## src/hw/rtl/tpc_div.sv

```systemverilog
// Pipelined restoring divider for the trapezoid profile calculator.
// One quotient bit per register stage; no package dependency.
module tpc_div #(
    parameter int unsigned NUM_W = 32,
    parameter int unsigned DEN_W = 25,
    parameter int unsigned QUO_W = 32
) (
    input  logic             i_clk,
    input  logic [NUM_W-1:0] i_num,
    input  logic [DEN_W-1:0] i_den,
    output logic [QUO_W-1:0] o_quo,
    output logic [NUM_W-1:0] o_rem
);

    localparam int unsigned CMP_W = (NUM_W > DEN_W + QUO_W) ? NUM_W : DEN_W + QUO_W;

    logic [NUM_W-1:0] r_rem [QUO_W];
    logic [DEN_W-1:0] r_den [QUO_W];
    logic [QUO_W-1:0] r_quo [QUO_W];

    for (genvar s = 0; s < QUO_W; s++) begin : g_stage
        logic [NUM_W-1:0] rem_in;
        logic [DEN_W-1:0] den_in;
        logic [QUO_W-1:0] quo_in;
        logic [CMP_W-1:0] shifted;
        logic [CMP_W-1:0] diff;
        logic             take;

        if (s == 0) begin : g_first
            assign rem_in = i_num;
            assign den_in = i_den;
            assign quo_in = '0;
        end else begin : g_next
            assign rem_in = r_rem[s-1];
            assign den_in = r_den[s-1];
            assign quo_in = r_quo[s-1];
        end

        assign shifted = CMP_W'(den_in) << (QUO_W - 1 - s);
        assign take    = CMP_W'(rem_in) >= shifted;
        assign diff    = CMP_W'(rem_in) - shifted;

        always_ff @(posedge i_clk) begin
            r_rem[s] <= take ? diff[NUM_W-1:0] : rem_in;
            r_den[s] <= den_in;
            r_quo[s] <= quo_in | (take ? (QUO_W'(1) << (QUO_W - 1 - s)) : '0);
        end
    end

    assign o_quo = r_quo[QUO_W-1];
    assign o_rem = r_rem[QUO_W-1];

endmodule

```

## config.mk

```make
export PLATFORM = sky130hd
export DESIGN_NAME = tpc_div
export DESIGN_NICKNAME = d
export VERILOG_FILES = /design/src/hw/rtl/tpc_div.sv
export SDC_FILE = /design/constraint.sdc
export NUM_CORES = 2
export LEC_CHECK = 0
export ABC_AREA = 1
export BUFFER_PORTS_ARGS = -buffer_cell sky130_fd_sc_hd__buf_2
export CAP_MARGIN = 30
export CORE_ASPECT_RATIO = 1.4
export CORE_MARGIN = 2
export CORE_UTILIZATION = 30
export DETAILED_ROUTE_END_ITERATION = 7
export PLACE_DENSITY = 0.56
export SKIP_CTS_REPAIR_TIMING = 1
export SYNTH_ARGS = -nofsm -noshare
export SYNTH_HDL_FRONTEND = slang
export SYNTH_SLANG_ARGS = --single-unit
```

## constraint.sdc

```tcl
create_clock -name i_clk -period 2 [get_ports i_clk]
set_clock_uncertainty 0.1 [all_clocks]
set_input_delay 0.2 -clock i_clk [delete_from_list [all_inputs] [get_ports i_clk]]
set_output_delay 0.2 -clock i_clk [all_outputs]
set_load 0.02 [all_outputs]
```

==> metrics.yaml <==
status: "finished, violations left"
failed_checks: "negative setup slack"
netlist.area_leader.share_pct: 50.1
drtIter0Drc: 3267
worstPathMaxFanout: 6
syn_area_per_cell_um2: 7.81
syn-instance-count: 11909
clk_pin_slew_ps: 60
path_class: "reg -> reg"
rows: 241
dpl.cell_count: 18146
syn_nets: 12497
coreArea_um2: 308000
gr-total-overflow: 0
dieHeight_um: 663
max-vdd-ir-drop_v: 0.000942
antenna_found_initial: 7
drcViolationCount: 0
drv_slew: 0
drtAntennaViolNets: 0
setup-tns-final_ps: -61670
fin_cells: 18873
setup_violations: 444
drive_gt1_share_pct: 30.2
min_period_ps: 2310
final.setup.worst_slack_ps: -312
hold_class: "in -> reg"
drt_pass1_iterations: 7
synthArstFlopShare_pct: 0
worst_pin_slew_ps: 599
io_pins: 122
multi_input_area_um2: 45700
die_x_um: 475
synth-compound-area-share_pct: 3.26
ys_seq_area_share_pct: 50.1
finalCritPeriodShare_pct: 116
rsz0062_at_grt: "true"
avgViaCountPerCell: 4.41
place_congestion: 0.938
synth_area_leader_cell: "dfxtp_1"
via_count: 83185
slew_headroom_pct: 59.6
synth_top_family_by_area: "simple AND/OR/NAND/NOR gates"
power_per_cell_area_nw_per_um2: 1270
post-route-util_pct: 43.6
yosys.area_share.simple_pct: 27.9
cts_buffers: 234
final-seq-area_um2: 47000
grt_max_degree: 31
cts.sinks: 2327
required_ps: 2650
finalHoldViolCount: 0
io_buffer_count: 121
fin_hold_ws_ps: 145
ctsLongestPathBuffers: 4
synthDistinctLibCells: 59
htreeDepth: 4
nets: 15126
tritoncts: "yes"
dpl.hpwl_um: 252000
cp.arrival_ps: 2970
grt_pass1_vias: 83153
root_buffer: "clkbuf_16"
synth_edf_count: 0
fmax_mhz: 433
synthAdderAreaFrac_pct: 7.37
syn_to_final_growth_pct: 44.4
grt_usage_pct: 18.7
final.fill_count: 30459
insertion_delay_ps: 920
synth_area_um2: 93000
power_mw: 170
dieArea_um2: 314000
synth_xor_area_share_pct: 2.66
leakage_nw: 67.8
yosys_warnings: 0
synth_seq_cells: 2327
finalWirelength_um: 320000
grt_pass1_wl_um: 450000
ys_top_cells_by_area: "dfxtp_1, nand2_1, inv_1, ha_1, nor2_1"
start_util_pct: 30.2
synth.area.mux_share_pct: 0
end_kind: "flop"
cp-start-kind: "flop"
max-cap-violations: 0
synth-main-ff-cell: "dfxtp_1"
wl_per_cell_um: 16.9
-- stage by stage --
stage               cell area [um^2]  setup slack, ps
global placement              115000             -519
global route                  134000             -382
floorplan                      93000             2.39
finish                        134000             -312
detailed placement            115000             -557
CTS                           123000             -550
-- synth_stat cells, types with 11 or more instances --
| library cell | number |
|---|---|
| xor2_1 | 234 |
| nand2_2 | 14 |
| buf_6 | 14 |
| o21bai_1 | 39 |
| nor2_1 | 889 |
| nand3_2 | 17 |
| nand4_1 | 393 |
| buf_2 | 48 |
| nand3b_1 | 74 |
| and2_1 | 28 |
| fa_1 | 30 |
| ha_1 | 500 |
| or2_2 | 30 |
| and3_1 | 13 |
| buf_4 | 22 |
| a21o_1 | 21 |
| clkbuf_1 | 33 |
| nand2_1 | 3864 |
| nand3_1 | 592 |
| xnor2_1 | 48 |
| o21ai_0 | 85 |
| nor4_1 | 72 |
| inv_1 | 1948 |
| nor3_1 | 116 |
| o21ai_1 | 17 |
| a21oi_1 | 339 |
| inv_2 | 11 |
| dfxtp_1 | 2327 |
-- critical path: stages, from the launching register on --
cell and delay [ps]:
dfxtp_2 330, inv_2 50, ha_4 240, nand2_4 70, nor2_1 40, buf_4 150, buf_4 140, nand3_1 80
nand3_2 220, nand3_2 190, nand3_4 200, buf_12 220, nand2_4 50, nand2_1 40
-- layer usage --
layer  up-vias  wire, um  global-route usage [%]
met5         -        15                       0
met2      1705    183000                    40.0
met3      1159      9170                    2.20
met4         2     36500                    16.0
met1     37971     91300                    13.8
li1      42348         -                       -
-- worst paths after layout --
check	endpoint	depth (start not counted)	from	slack (ps)
setup / recovery	r_rem[20][13]	13	r_den[1][82]	-310
setup reg to reg	r_rem[20][13]	13	r_den[1][82]	-310
hold / removal	r_rem[0][31]	6	i_den[0]	150
hold reg to reg	r_quo[17][17]	0	r_quo[16][17]	180
-- power breakdown --
group / switching (mW) / leakage [nW] / total (mW) / internal (mW)
Clock: 19.1 / 3.95 / 46.1 / 27.1
Combinational: 36.2 / 44.3 / 67.4 / 31.2
Sequential: 4.80 / 19.5 / 56.5 / 51.7
Total: 60.1 / 67.8 / 170 / 110
-- logic make-up (layout without fill, tap and decap cells) --
group,Yosys count,after routing
XOR/XNOR,282,282
AND/OR/NAND/NOR,6146,6147
buffers and inverters,2079,4895
other,0,16
AO/OA/AOI/OAI,545,545
adder cells (fa/ha/maj),530,530
flip-flops,2327,2327
-- state kept, by name, summed over array words and instances, names as in the netlist --
| signal | flops |
|---|---|
| r_rem | 1024 |
| r_den | 775 |
| r_quo | 528 |
-- cell type report --
type	instances	area share (%)
Antenna cell	16	0.0298
Clock buffer	300	4.81
Clock inverter	124	1.26
Inverter	1962	5.53
Multi-Input combinational cell	7504	34.1
Sequential cell	2327	35.0
Tap cell	4131	3.85
Timing Repair Buffer	2507	15.4
Timing Repair inverter	2	0.0131
-- cells in the final DEF, fill, tap and decap left out, types with 39 or more instances in the layout --
cell type	count
nor2_2	97
a21oi_1	246
nand4_1	393
inv_2	90
buf_12	70
dlygate4sd3_1	114
nor3_1	87
ha_4	243
dfxtp_1	2065
nor2_1	760
inv_1	1857
nand3_1	498
nand3b_1	74
nor4_1	71
dfxtp_2	222
nand2_1	3315
nand3_4	39
buf_4	2077
nand2_2	429
nand3_2	76
o21ai_0	71
ha_1	248
xnor2_1	48
xor2_1	229
nand2_4	133
a21oi_2	83
buf_2	123
dfxtp_4	40
clkbuf_16	273
buf_6	74
nor2_4	40
Power figures use the tool's default switching activity.
