$ cat config.mk
export PLATFORM = sky130hd
export DESIGN_NAME = tpc_side_delay
export DESIGN_NICKNAME = d
export VERILOG_FILES = /design/src/hw/rtl/tpc_pkg.sv /design/src/hw/rtl/tpc_side_delay.sv
export SDC_FILE = /design/constraint.sdc
export NUM_CORES = 1
export LEC_CHECK = 0
export ABC_AREA = 0
export BUFFER_PORTS_ARGS = -buffer_cell sky130_fd_sc_hd__buf_2
export CORE_UTILIZATION = 45
export CTS_CLUSTER_SIZE = 16
export DETAILED_ROUTE_END_ITERATION = 12
export PLACE_DENSITY = 0.7
export SYNTH_ARGS = -nofsm -noshare
export SYNTH_HDL_FRONTEND = slang
export SYNTH_SLANG_ARGS = --single-unit
$ cat constraint.sdc
create_clock -name i_clk -period 0.8 [get_ports i_clk]
set_input_delay 0.16 -clock i_clk [delete_from_list [all_inputs] [get_ports i_clk]]
set_output_delay 0.16 -clock i_clk [all_outputs]
set_load 0.02 [all_outputs]
$ cat src/hw/rtl/tpc_pkg.sv
// Package for the trapezoid profile calculator: shared constants and the
// sideband word that travels alongside the divider lanes. No dependencies.
package tpc_pkg;

    localparam int unsigned RATE_W     = 16;
    localparam int unsigned COUNT_W    = 24;
    localparam int unsigned ACCEL_W    = 24;
    localparam int unsigned FACTOR_W   = 17;
    localparam logic [RATE_W-1:0] RATE_MAX       = 16'hFFFF;
    localparam logic [RATE_W-1:0] MIN_RATE_RESET = 16'd120;

    // Everything the correction stages need besides the quotients and remainders.
    typedef struct packed {
        logic [COUNT_W-1:0] count;
        logic               accel_zero;
        logic               acc_neg;
        logic               dec_neg;
        logic               x_nonpos;
        logic               x_over;
        logic [RATE_W-1:0]  entry_rate;
        logic [RATE_W-1:0]  exit_rate;
        logic               busy;
    } t_side;

endpackage

$ cat src/hw/rtl/tpc_side_delay.sv
// Valid and sideband delay line that runs beside the divider lanes.
// Depends on tpc_pkg for the sideband word.
module tpc_side_delay #(
    parameter int unsigned DEPTH = 32
) (
    input  logic          i_clk,
    input  logic          i_rst_n,
    input  logic          i_valid,
    input  tpc_pkg::t_side i_side,
    output logic          o_valid,
    output tpc_pkg::t_side o_side
);
    import tpc_pkg::*;

    logic  r_valid [DEPTH];
    t_side r_side  [DEPTH];

    always_ff @(posedge i_clk) begin
        if (!i_rst_n) begin
            for (int k = 0; k < DEPTH; k++) r_valid[k] <= 1'b0;
        end else begin
            r_valid[0] <= i_valid;
            for (int k = 1; k < DEPTH; k++) r_valid[k] <= r_valid[k-1];
        end
    end

    always_ff @(posedge i_clk) begin
        r_side[0] <= i_side;
        for (int k = 1; k < DEPTH; k++) r_side[k] <= r_side[k-1];
    end

    assign o_valid = r_valid[DEPTH-1];
    assign o_side  = r_side[DEPTH-1];

endmodule

==> impl_table.tex, run 1 <==
\begin{tabular}{lr}
\hline
Metric & Value \\
\hline
\multicolumn{2}{l}{\textbf{Timing}} \\
Period utilization & 168.1\% \\
Final setup fails & 63 \\
Clock Skews & 0.02432 ns \\
Post-route setup slack & -0.5452 ns \\
Slew @ Worst Pin & 0.3764 ns \\
Number of endpoints with negative hold slack in the final report & 0 \\
Fin. max-slew vios & 0 \\
Final critical path time including I/O delays and setup & 1.345 ns \\
Highest attainable clock frequency & 743.4 MHz \\
Worst rel slew slack & 74.90\% \\
RSZ-0062 raised after global routing & true \\
\multicolumn{2}{l}{\textbf{Finish}} \\
Commonest non-fill, non-tap cell in the layout & dfxtp\_1 \\
Post-layout nets & 2524 \\
Number of fillers in the final layout & 6708 \\
Top library cells by usage in the layout, fill and taps aside & 1953 x dfxtp\_1, 179 x clkbuf\_16, 108 x dlygate4sd3\_1 \\
Multi-input gate area & 240.2 um2 \\
Ratio of cells with drive above 1 in the final layout & 18.83\% \\
Area taken by flip-flops and latches & 40440 um2 \\
Post-layout instance count excluding filler cells & 3774 \\
Relative area change from synthesis to final layout & 22.10\% \\
\multicolumn{2}{l}{\textbf{Pwr}} \\
Worst vdd rail ir drop & 2235 uV \\
Switching part of the total power & 18.57\% \\
Total leakage power & 21.10 nW \\
Power per unit of standard cell area & 3811 nW/um2 \\
Share of power burned in registers & 56.0\% \\
Clock network fraction of design power & 43.4\% \\
Share of total power in combinational logic & 0.6\% \\
Reported net switching power & 35.50 mW \\
Internal power consumption & 155.7 mW \\
\multicolumn{2}{l}{\textbf{Clock network}} \\
Library cell used as clock root buffer & clkbuf\_16 \\
Worst-skew pair later-pin latency & 0.73 ns \\
Maximum level of the CTS H-tree & 4 \\
Number of setup buffers added after CTS & 0 \\
Clock tree sinks & 2016 \\
CTS tree & yes \\
Clock transition at the registers of the reported paths & 0.06 ns \\
TritonCTS buffer count & 174 \\
Buffer depth of the longest clock path & 3 \\
\multicolumn{2}{l}{\textbf{Hold path}} \\
Path class of the lowest-slack min-delay path & in -> reg \\
Hold worst-path end & r\_side[0][33] \\
Hold path startpoint & i\_side[33] \\
Cell depth of the worst min-delay path & 2 \\
\multicolumn{2}{l}{\textbf{Setup path}} \\
Crit path DAT & 1.19 ns \\
Library cell contributing the largest single delay on the critical path & dfxtp\_2 \\
Type of element capturing the critical path & output pin \\
Critical-path cell list & buf\_6 \\
Startpoint of the worst-slack reg-to-reg timing path & r\_valid[1][2] \\
Reg-to-reg slack, setup & 0.16 ns \\
Crit path largest cell delay & 0.34 ns \\
Peak fanout along the critical path & 1 \\
RR Endpoint & r\_valid[1][3] \\
Family with the most delay on the worst path & flip-flops \\
Buf+Inv Stages, Crit Path & 1 \\
Crit start category & flip-flop \\
WP data required & 0.64 ns \\
Length in cells of the worst reg-to-reg path & 1 \\
Critical path type & reg -> out \\
\multicolumn{2}{l}{\textbf{Status}} \\
Status & finished with violations \\
Violations in the final reports & setup timing \\
\multicolumn{2}{l}{\textbf{Global routing}} \\
Global-route wire length before repair & 65230 um \\
GRT Total Usage & 8.854\% \\
Number of antenna violations at the first check in global routing & 1 \\
Overflow left after global routing & 0 \\
Number of global-route vias before repair & 13710 \\
Maximum number of pins on one net before global-route repair & 33 \\
\multicolumn{2}{l}{\textbf{Die}} \\
Initial core utilization & 45.50\% \\
Standard-cell rows & 110 \\
Overall die area & 92500 um2 \\
Standard cell core area & 90290 um2 \\
Number of I/O pins & 128 \\
Die Span X & 304.1 um \\
Die H & 304.1 um \\
\multicolumn{2}{l}{\textbf{Yosys}} \\
Total number of yosys warnings & 0 \\
Post-synthesis cell type count & 4 \\
Mean Syn Cell Area & 19.44 um2 \\
Synth Net Count & 2178 \\
Synth Cell Area & 41080 um2 \\
Portion of the post-synthesis area used by sequential elements & 98.25\% \\
Synthesized netlist cell count & 2113 \\
Flip-flop and latch count after synthesis & 2016 \\
\multicolumn{2}{l}{\textbf{Job}} \\
Maximum capacitance violations & 0 \\
\multicolumn{2}{l}{\textbf{Place}} \\
Post-DP HPWL & 16890 um \\
RD Place Congestion & 0.7277 \\
Setup slack at placement & 0.03086 ns \\
Count of input and output buffers & 127 \\
Cell total after placement & 3351 \\
\multicolumn{2}{l}{\textbf{Detailed routing}} \\
Detailed-routing iteration count for the pre-antenna-repair pass & 4 \\
DRT antenna net count & 0 \\
Post-route DRC violation count & 0 \\
Drt first-iter violations & 525 \\
Average wire per cell in the routed design & 10.62 um \\
Number of vias per cell & 3.481 \\
Routed vias & 13140 \\
Final WL & 40090 um \\
\hline
\end{tabular}
-- cell usage after synthesis --
cell	instances	area, um2
and2_2	32	240.2
buf_4	62	465.5
clkbuf_2	3	15.01
dfxtp_1	2016	40360
-- power groups by stage --
stage | registers [mW] | clock network (mW) | logic (mW)
after floorplan | 109 | 0 | 0.471
after global placement | 109 | 0 | 0.540
after detailed placement | 109 | 0 | 0.553
after CTS | 107 | 85.6 | 1.14
after global routing | 107 | 90.2 | 1.22
final | 107 | 83.0 | 1.16
-- registers in the layout (all words and copies together) (netlist names) --
signal / count
r_valid: 32
r_side: 1984
-- routing by layer --
metal	wire length [um]	share of wire [%]	track usage, %
met5	0	0	0
met4	1805	4.5	6.091
met3	2236	5.6	3.454
met2	19120	48	14.66
met1	16930	42	9.273
-- worst max path at each step --
stage / startpoint / to / slack, ns / cells past startpoint
finish: r_side[1][950] / o_side[20] / -0.55 / 1
global route: r_side[1][950] / o_side[20] / -0.63 / 1
CTS: r_side[1][957] / o_side[27] / -0.61 / 1
detailed placement: i_rst_n / r_valid[1][2] / 0.03 / 2
global placement: i_rst_n / r_valid[1][1] / 0.12 / 2
floorplan: r_side[1][930] / o_side[0] / 0.22 / 1
-- what timing repair did --
action | in CTS | in global routing
endpoints found under the hold margin | 94 | 0
cloned | 0 | 0
resized for setup | 188 | 1
setup endpoints to repair | 63 | 63
hold buffers | 108 | 0
-- final cells by class --
class / count / area share, %
Multi-Input combinational cell: 32 / 0.4790
Tap cell: 1176 / 2.934
Clock inverter: 49 / 1.399
Clock buffer: 265 / 10.35
Antenna cell: 1 / 0.004989
Sequential cell: 2016 / 80.62
Timing Repair Buffer: 235 / 4.208
-- stage by stage --
stage	area (um2)	hold slack, ns	setup TNS [ns]	utilization (%)	total power, mW
final	50160	0.06602	-32.62	55.55	191.2
after global routing	50160	0.007626	-37.71	55.55	198.8
after CTS	50150	0.0008828	-37.58	55.55	193.8
after detailed placement	42710	0.2636	0	47.30	109.7
after global placement	42710	0.2629	0	47.30	109.4
after floorplan	41080	0.1877	0	-	109.1
-- cells by family after synthesis --
kind of cell | Yosys count | synth area share (%)
flip-flops | 2016 | 98.25
AND/OR/NAND/NOR | 32 | 0.5848
buffers and inverters | 65 | 1.170
Power figures use the tool's default switching activity.
==> inputs of run 2 (changes only) <==
CORE_UTILIZATION = 52   (was 45)
PLACE_DENSITY = 0.78   (was 0.7)
==> run 2 against run 1 <==
Effect of this change: the run still ends with setup timing left; setup slack improved by 0.013 ns; flip-flop and latch count did not move; final area fell by 1.5%; critical path depth did not move; first-iteration DRC count rose by 12%; clock skew rose by 0.00076 ns; via count rose by 1.1%; register-to-register slack improved by 0.02 ns; hold slack got worse by 0.0019 ns; core utilization rose by 7.9 points; count of clock-buffer cells in the layout fell by 2; power fell by 0.66%; critical path type unchanged.
==> impl_table.tex, run 2 (synthesized netlist as in run 1, its figures left out) <==
\begin{tabular}{lr}
\hline
Metric & Value \\
\hline
\multicolumn{2}{l}{\textbf{Finish}} \\
Leading registers by flop count & r\_side (1984), r\_valid (32) (unchanged) \\
Top library cells by usage in the layout, fill and taps aside & 1953 x dfxtp\_1, 175 x clkbuf\_16, 66 x dlygate4sd3\_1 (was 1953 x dfxtp\_1, 179 x clkbuf\_16, 108 x dlygate4sd3\_1) \\
Final core utilization & 63.48\% (was 55.55\%) \\
Post-layout nets & 2478 (was 2524) \\
Diodes inserted & 0 (was 1) \\
Ratio of cells with drive above 1 in the final layout & 18.97\% (was 18.83\%) \\
Multi-input gate area & 240.2 um2 (unchanged) \\
Register with the most flip-flops & r\_side (unchanged) \\
Number of fillers in the final layout & 5217 (was 6708) \\
Area taken by flip-flops and latches & 40440 um2 (unchanged) \\
Commonest non-fill, non-tap cell in the layout & dfxtp\_1 (unchanged) \\
Max reg flops & 1984 (unchanged) \\
Relative area change from synthesis to final layout & 20.31\% (was 22.10\%) \\
\multicolumn{2}{l}{\textbf{Setup path}} \\
Peak fanout along the critical path & 1 (unchanged) \\
Crit path DAT & 1.17 ns (was 1.19 ns) \\
Buf+Inv Stages, Crit Path & 1 (unchanged) \\
Worst path depth & 1 (unchanged) \\
WP data required & 0.64 ns (about the same) \\
Library cell contributing the largest single delay on the critical path & dfxtp\_2 (unchanged) \\
Crit start category & flip-flop (unchanged) \\
Crit path largest cell delay & 0.34 ns (about the same) \\
Start point of the critical path & r\_side[1][984] (was r\_side[1][950]) \\
Critical path type & reg -> out (unchanged) \\
RR Endpoint & r\_valid[0][4] (was r\_valid[1][3]) \\
Type of element capturing the critical path & output pin (unchanged) \\
Length in cells of the worst reg-to-reg path & 1 (unchanged) \\
Capture point of the critical path & o\_side[54] (was o\_side[20]) \\
Startpoint of the worst-slack reg-to-reg timing path & r\_valid[0][3] (was r\_valid[1][2]) \\
Reg-to-reg slack, setup & 0.18 ns (was 0.16 ns) \\
Family with the most delay on the worst path & flip-flops (unchanged) \\
Critical-path cell list & buf\_6 (unchanged) \\
\multicolumn{2}{l}{\textbf{Clock network}} \\
Clock tree sinks & 2016 (unchanged) \\
Buffer depth of the longest clock path & 3 (unchanged) \\
Library cell used as clock root buffer & clkbuf\_16 (unchanged) \\
TritonCTS buffer count & 170 (was 174) \\
Maximum level of the CTS H-tree & 4 (unchanged) \\
Clock transition at the registers of the reported paths & 0.06 ns (about the same) \\
Number of setup buffers added after CTS & 0 (unchanged) \\
Worst-skew pair later-pin latency & 0.73 ns (about the same) \\
CTS tree & yes (unchanged) \\
\multicolumn{2}{l}{\textbf{Place}} \\
Setup slack at placement & 0.008242 ns (was 0.03086 ns) \\
RD Place Congestion & 0.7191 (was 0.7277) \\
Count of input and output buffers & 127 (unchanged) \\
Post-DP HPWL & 18570 um (was 16890 um) \\
\multicolumn{2}{l}{\textbf{Die}} \\
Standard-cell rows & 102 (was 110) \\
Die Span X & 283.1 um (was 304.1 um) \\
Die H & 283.1 um (was 304.1 um) \\
Overall die area & 80130 um2 (was 92500 um2) \\
Initial core utilization & 52.77\% (was 45.50\%) \\
Standard cell core area & 77850 um2 (was 90290 um2) \\
Number of I/O pins & 128 (unchanged) \\
\multicolumn{2}{l}{\textbf{Timing}} \\
Number of endpoints with negative hold slack in the final report & 0 (unchanged) \\
Post-route setup slack & -0.5319 ns (was -0.5452 ns) \\
Slew @ Worst Pin & 0.3666 ns (was 0.3764 ns) \\
Highest attainable clock frequency & 750.8 MHz (was 743.4 MHz) \\
Clock Skews & 0.02508 ns (was 0.02432 ns) \\
Worst rel slew slack & 75.56\% (was 74.90\%) \\
RSZ-0062 raised after global routing & true (unchanged) \\
Final critical path time including I/O delays and setup & 1.332 ns (was 1.345 ns) \\
Period utilization & 166.5\% (was 168.1\%) \\
Final setup fails & 63 (unchanged) \\
Fin. max-slew vios & 0 (unchanged) \\
\multicolumn{2}{l}{\textbf{Status}} \\
Status & finished with violations (unchanged) \\
Violations in the final reports & setup timing (unchanged) \\
\multicolumn{2}{l}{\textbf{Detailed routing}} \\
DRT antenna net count & 0 (unchanged) \\
Average wire per cell in the routed design & 12.40 um (was 10.62 um) \\
Post-route DRC violation count & 0 (unchanged) \\
Number of vias per cell & 3.703 (was 3.481) \\
Drt first-iter violations & 587 (was 525) \\
Routed vias & 13280 (was 13140) \\
Final WL & 44460 um (was 40090 um) \\
Detailed-routing iteration count for the pre-antenna-repair pass & 4 (unchanged) \\
\multicolumn{2}{l}{\textbf{Pwr}} \\
Worst vdd rail ir drop & 1720 uV (was 2235 uV) \\
Power per unit of standard cell area & 3843 nW/um2 (was 3811 nW/um2) \\
Total leakage power & 20.85 nW (was 21.10 nW) \\
Overall power consumption & 189.9 mW (was 191.2 mW) \\
\multicolumn{2}{l}{\textbf{Global routing}} \\
GRT Total Usage & 11.40\% (was 8.854\%) \\
Maximum number of pins on one net before global-route repair & 33 (unchanged) \\
Global-route wire length before repair & 71670 um (was 65230 um) \\
Overflow left after global routing & 0 (unchanged) \\
Number of antenna violations at the first check in global routing & 0 (was 1) \\
Number of global-route vias before repair & 14550 (was 13710) \\
\multicolumn{2}{l}{\textbf{Job}} \\
Maximum capacitance violations & 0 (unchanged) \\
\multicolumn{2}{l}{\textbf{Hold path}} \\
Path class of the lowest-slack min-delay path & in -> reg (unchanged) \\
\hline
\end{tabular}
==> run 2: changes by cell type in the layout (fill, tap and decap cells not counted), sizes merged <==
cell,previous run,this run
bufinv,13,10
clkbuf,265,263
clkinv,28,23
clkinvlp,2,3
diode,1,0
dlygate4sd3,108,66
==> run 2: final cells by class <==
| cell class | instances | area share, % |
|---|---|---|
| Tap cell | 1040 | 2.633 |
| Sequential cell | 2016 | 81.82 |
| Multi-Input combinational cell | 32 | 0.4861 |
| Timing Repair Buffer | 193 | 3.420 |
| Clock buffer | 263 | 10.42 |
| Clock inverter | 42 | 1.218 |
==> run 2: how the worst min path moves through the flow <==
stage,from,end,slack (ns),depth (start not counted)
floorplan,i_side[0],r_side[0][0],0.19,0
global placement,i_side[18],r_side[0][18],0.26,1
detailed placement,i_side[34],r_side[0][34],0.26,1
CTS,i_side[23],r_side[0][23],0.00003,2
global route,i_side[52],r_side[0][52],0.02,2
finish,i_side[24],r_side[0][24],0.06,2
==> run 2: layer usage <==
| metal | wire (um) | vias to the layer above | track usage [%] | part of all wire (%) |
|---|---|---|---|---|
| li1 | - | 7055 | - | - |
| met1 | 16620 | 5869 | 10.86 | 37 |
| met2 | 24670 | 247 | 21.57 | 55 |
| met3 | 1933 | 108 | 3.583 | 4.3 |
| met4 | 1245 | 0 | 6.027 | 2.8 |
| met5 | 0 | - | 0 | 0 |
==> run 2: stage by stage <==
step	setup TNS (ns)	hold slack [ns]	instance area [um2]	instances
detailed placement	0	0.2636	42540	3215
global placement	0	0.2618	42540	3215
global route	-36.70	0.02326	49420	3586
floorplan	0	0.1877	41080	2113
finish	-32.01	0.06416	49420	3586
CTS	-36.36	0.00003186	49420	3586
==> run 2: what timing repair did <==
item                                    CTS  global route
gates cloned                              0             0
hold buffers                             66             0
hold endpoints to repair                 94             0
resized for setup                       187             2
endpoints found under the setup margin   63            63
==> run 2: power breakdown <==
group	switching, mW	internal (mW)	total, mW	leakage (nW)
Clock	34.0	47.8	81.8	2.82
Combinational	0.384	0.623	1.01	1.03
Sequential	1.35	106	107	17.0
